### src/rtl/ibma_ram.sv
// Generic single-write, single-read synchronous RAM with registered read.
// No dependencies.
`timescale 1ns / 1ps
`default_nettype none
module ibma_ram #(
  parameter int WIDTH = 8,
  parameter int DEPTH = 64
) (
  input  wire logic                     clk,
  input  wire logic                     we,
  input  wire logic [$clog2(DEPTH)-1:0] waddr,
  input  wire logic [WIDTH-1:0]         wdata,
  input  wire logic                     re,
  input  wire logic [$clog2(DEPTH)-1:0] raddr,
  output logic      [WIDTH-1:0]         rdata
);

  logic [WIDTH-1:0] mem [DEPTH];

  always_ff @(posedge clk) begin
    if (we) begin
      mem[waddr] <= wdata;
    end
    if (re) begin
      rdata <= mem[raddr];
    end
  end

endmodule
`default_nettype wire

### config.mk
export PLATFORM = sky130hd
export DESIGN_NAME = ibma_ram
export DESIGN_NICKNAME = d
export VERILOG_FILES = /design/src/rtl/ibma_ram.sv
export SDC_FILE = /design/constraint.sdc
export NUM_CORES = 1
export LEC_CHECK = 0
export BUFFER_PORTS_ARGS = -buffer_cell sky130_fd_sc_hd__buf_4
export CAP_MARGIN = 10
export CORE_MARGIN = 3
export CORE_UTILIZATION = 35
export CTS_CLUSTER_DIAMETER = 100
export DETAILED_ROUTE_END_ITERATION = 16
export GPL_TIMING_DRIVEN = 0
export MAX_ROUTING_LAYER = met4
export SLEW_MARGIN = 0
export SYNTH_ARGS = -nofsm -noshare
export SYNTH_HDL_FRONTEND = slang
export SYNTH_SLANG_ARGS = --single-unit
export TNS_END_PERCENT = 20
### constraint.sdc
create_clock -name clk -period 1.8 [get_ports clk]
set_input_delay 0.09 -clock clk [delete_from_list [all_inputs] [get_ports clk]]
set_output_delay 0.09 -clock clk [all_outputs]
set_load 0.005 [all_outputs]
# --- Yosys cells after proc, flatten, opt, wreduce, memory -nomap -nowiden ---
# Memory sizes are Yosys's and may differ from the RTL's. A register that Yosys moved wholly into a read port is not among the register bits.
# Index checks and enable logic that the tools add are counted.
word_totals:
  regBits: 0
  ram_bits: 512
  out_inout_bits: 8
  n_memories: 1
op_classes:
  muxes: 2
mem_list:
  columns: ["memory", "words", "word_bits", "read_ports", "rd_clocked_by_memory_dff", "wr", "line", "rtl"]
  rows:
  - ["mem", 64, 8, 1, 1, 1, "18", "logic [WIDTH-1:0] mem [DEPTH];"]
ops:
  columns: ["op", "count"]
  rows:
  - ["$mux 1", 2]

# --- Logic depth before layout (Yosys ltp) ---
depth:
  word_depth: 2
  depth_mapped: 9
  mapped_depth_nobuf: 5

# --- Worst setup path before layout ---
# OpenSTA, ideal clock, no wires.
synth_path:
  path_type: "input to register"
  from: "input port raddr[1]"
  to: "register rdata[3] (read register of mem), data pin"
  setup_ns: 0.266
  t_arrival_ns: 1.630
  required_ns: 1.534
  path_slack_ns: -0.096
  stages: 7
  path_cell_list: "buf_4 -> buf_2 -> buf_2 -> mux4_2 -> mux4_2 -> o21ai_1 -> o41ai_1"
synth_lines:
  columns: ["item", "line", "rtl"]
  rows:
  - ["from (decl)", "14", "input wire logic [$clog2(DEPTH)-1:0] raddr,"]
  - ["to (decl)", "15", "output logic [WIDTH-1:0] rdata"]

==> impl_metrics.tcl <==
set metrics [dict create \
    nets 1042 \
    switching_share_pct 21.4 \
    initial_core_util_pct 35.6 \
    setup_slack_ps -336 \
    grt_max_degree 65 \
    power.static_leakage_nw 7.09 \
    number_of_placed_i_o_pins 31 \
    grt-ovfl-total 0 \
    asyncSetResetFlopFracSynth_pct 0 \
    areaGrowthSynthToFinish_pct 14.8 \
    power.internal_mw 19.4 \
    violations "setup timing" \
    syn_nets 963 \
    maxSlewViolCount 0 \
    min_delay_path_depth 1 \
    worst-path-max-fanout 10 \
    number_of_flops_mapped_to_enable_cells_by_yosys 520 \
    final-hold-violation-count 0 \
    ff2ff_setup_slack_ps -320 \
    netSwitchingPower_mw 5.31 \
    fin_worst_skew_ps 17.0 \
    reg2regPathDepth 5 \
    tritoncts "yes" \
    dieWidth_um 247 \
    port_buffers 22 \
    timing.hold.worst_endpoint "mem[35][3]" \
    grt_setup_unrepaired "yes" \
    pre_cts_ws_ps -1360 \
    post_route_cells_drive_above_1_share_pct 29.7 \
    cts_root_buffer "clkbuf_16" \
    synth_top_area_cell "edfxtp_1" \
    status "finished with violations" \
    synth.top_cells.by_area "edfxtp_1, mux4_2, nor2_1" \
    power.ir.vdd_worst_uv 812 \
    drtAntennaViolNets 0 \
    syn_area_sq_um 20200 \
    cts_inserted_buffers 51 \
    max_freq_mhz 468 \
    power_frac_clock_pct 39.8 \
    grt_pass1_wl_um 71800 \
    clk-insertion-delay-late_ps 590 \
    timing.critical_path.to_type "register" \
    total_power_mw 24.8 \
    dp_cells 1720 \
    netlist.area_leader.share_pct 77.1 \
    ys.flop_type "edfxtp_1" \
    worst_slew_margin_rel_pct 31.4 \
    syn_inst 940 \
    route.detailed.wl_per_inst_um 27.3 \
    setup_viol 56 \
    wirelength_um 49500 \
    worst-slew-pin-transition_ps 1030 \
    synth_most_common_cell "edfxtp_1" \
    vias_cell 5.45 \
    launch_instance_of_the_worst_register_to_register_path "mem[21][6]" \
    overall_die_area_sq_um 60800 \
    dp_hpwl_um 31100 \
    drt_first_iter_violations 1050 \
    synth_top_cells_by_count "edfxtp_1, mux4_2, nor2_1" \
    grt_antenna_before_repair 1 \
    critPathKind "input pin to register" \
    critPathRequiredTime_ps 2090 \
    place.gp.congestion 0.862 \
    timing.max_cap.violations 0 \
    ys.warnings.count 0 \
    drt_pass1_iterations 5 \
    power.density_nw_per_um2 1060 \
    instances_no_fill 1815 \
    first_global_vias 10200 \
    drc_errors 0 \
    fin_crit_ps 2140 \
    grt_util_all_layers_pct 17.0 \
    clkSlewWorstSetupHoldPaths_ps 60 \
    synth_seq_area_share_pct 77.1 \
    power.sequential.fraction_pct 54.4 \
    post_cts.repair.setup_buffers 0 \
    synth_cell_type_count 39 \
    power.share.combinational_pct 5.9 \
    synth_seq_cells 520 \
    cts-root-to-sink-buffers 3 \
    synthesis.area_per_instance_sq_um 21.5 \
    die_height_um 247 \
    vias 9887 \
    placement_rows 87 \
    worstSetupStartpointType "input pin" \
    fp.coreArea_sq_um 56800 \
    cts-htree-levels 2 \
    timing.final.crit_share_pct 119 \
    regToRegEndpoint "rdata[6]" \
    timing.hold.worst.class "input pin to register" \
    clock_sink_count 520 \
    critical_path_arrival_ps 2430 \
    min-delay-start "wdata[3]" \
]
[worst max path at each step]
stage	from	end	slack [ps]	cells past startpoint
after floorplan	mem[29][4]	rdata[4]	-0.8	5
after global placement	raddr[2]	rdata[3]	-1380	7
after detailed placement	raddr[2]	rdata[3]	-1360	7
after CTS	mem[21][6]	rdata[6]	-350	5
after global routing	mem[21][6]	rdata[6]	-380	5
final	raddr[1]	rdata[6]	-340	9
[power by group through the flow]
stage / clock network, mW / logic, mW / registers (mW)
after floorplan: 0 / 0.722 / 13.7
after global placement: 0 / 1.34 / 13.7
after detailed placement: 0 / 1.36 / 13.7
after CTS: 10.0 / 1.44 / 13.5
after global routing: 10.5 / 1.54 / 13.5
final: 9.84 / 1.46 / 13.5
[cell families (layout without fill, tap and decap cells)]
logic type	after synthesis	count (layout)	synth area share, %
flip-flops	520	520	77.1
multiplexers	162	162	15.9
AND/OR/NAND/NOR	153	153	3.37
AO/OA/AOI/OAI	54	54	2.06
buffers and inverters	51	169	1.56
other	0	1	0
[area by class of cell]
cell class | instances | area [sq um]
buffer | 51 | 353
timing repair buffer | 26 | 195
tap | 756 | 946
sequential | 520 | 15600
clock buffer | 65 | 1370
fill | 4995 | 33600
clock inverter | 27 | 139
multi-input combinational | 369 | 4630
antenna | 1 | 2.50
[sequential cells by signal (all words and copies together), names as in the netlist]
name / cells
mem: 512
rdata: 8
[cells in the final DEF (no fill, tap or decap), types with 4 or more instances in the layout]
cell type	n
nand3_1	11
nor2_2	29
clkbuf_2	7
nor2b_1	14
nand2b_1	7
clkinv_1	19
clkbuf_16	53
nor3_1	5
clkbuf_1	22
o221ai_1	8
nor2_1	53
clkinv_2	6
mux4_2	126
buf_2	11
a211oi_1	4
buf_4	37
edfxtp_1	520
mux2_2	11
o22ai_1	8
nand2_1	19
mux2i_1	23
[metrics by stage]
| step | utilization, % | instance area (sq um) | setup TNS, ps | hold WS (ps) |
|---|---|---|---|---|
| floorplan | - | 20300 | -1.70 | 189 |
| global placement | 37.6 | 21400 | -234450 | 414 |
| detailed placement | 37.7 | 21400 | -249200 | 412 |
| CTS | 40.7 | 23200 | -2820 | 60.9 |
| global route | 40.9 | 23300 | -8420 | 76.7 |
| finish | 40.9 | 23300 | -4390 | 51.9 |
[critical path, cell delays in order]
cell and delay [ps]:
buf_4 170, buf_4 290, buf_4 320, buf_2 370, mux4_2 360, mux2i_1 350
nand3_1 130, nand3_1 190, o32ai_4 130
[what timing repair did]
item / 4_1_cts / 5_1_grt
setup endpoints to repair: 88 / 272
pin swaps: 4 / 3
endpoints found under the hold margin: 11 / 0
resized for setup: 49 / 29
hold buffers: 2 / 0
[metal layers]
layer | global-route usage, % | part of all wire, % | up-vias
li1 | - | - | 4105
met1 | 23.2 | 43 | 5267
met2 | 25.7 | 46 | 420
met3 | 3.67 | 8.0 | 95
met4 | 5.08 | 2.5 | 0
met5 | - | 0 | -
Note: power is estimated with default switching activity, not from simulation.
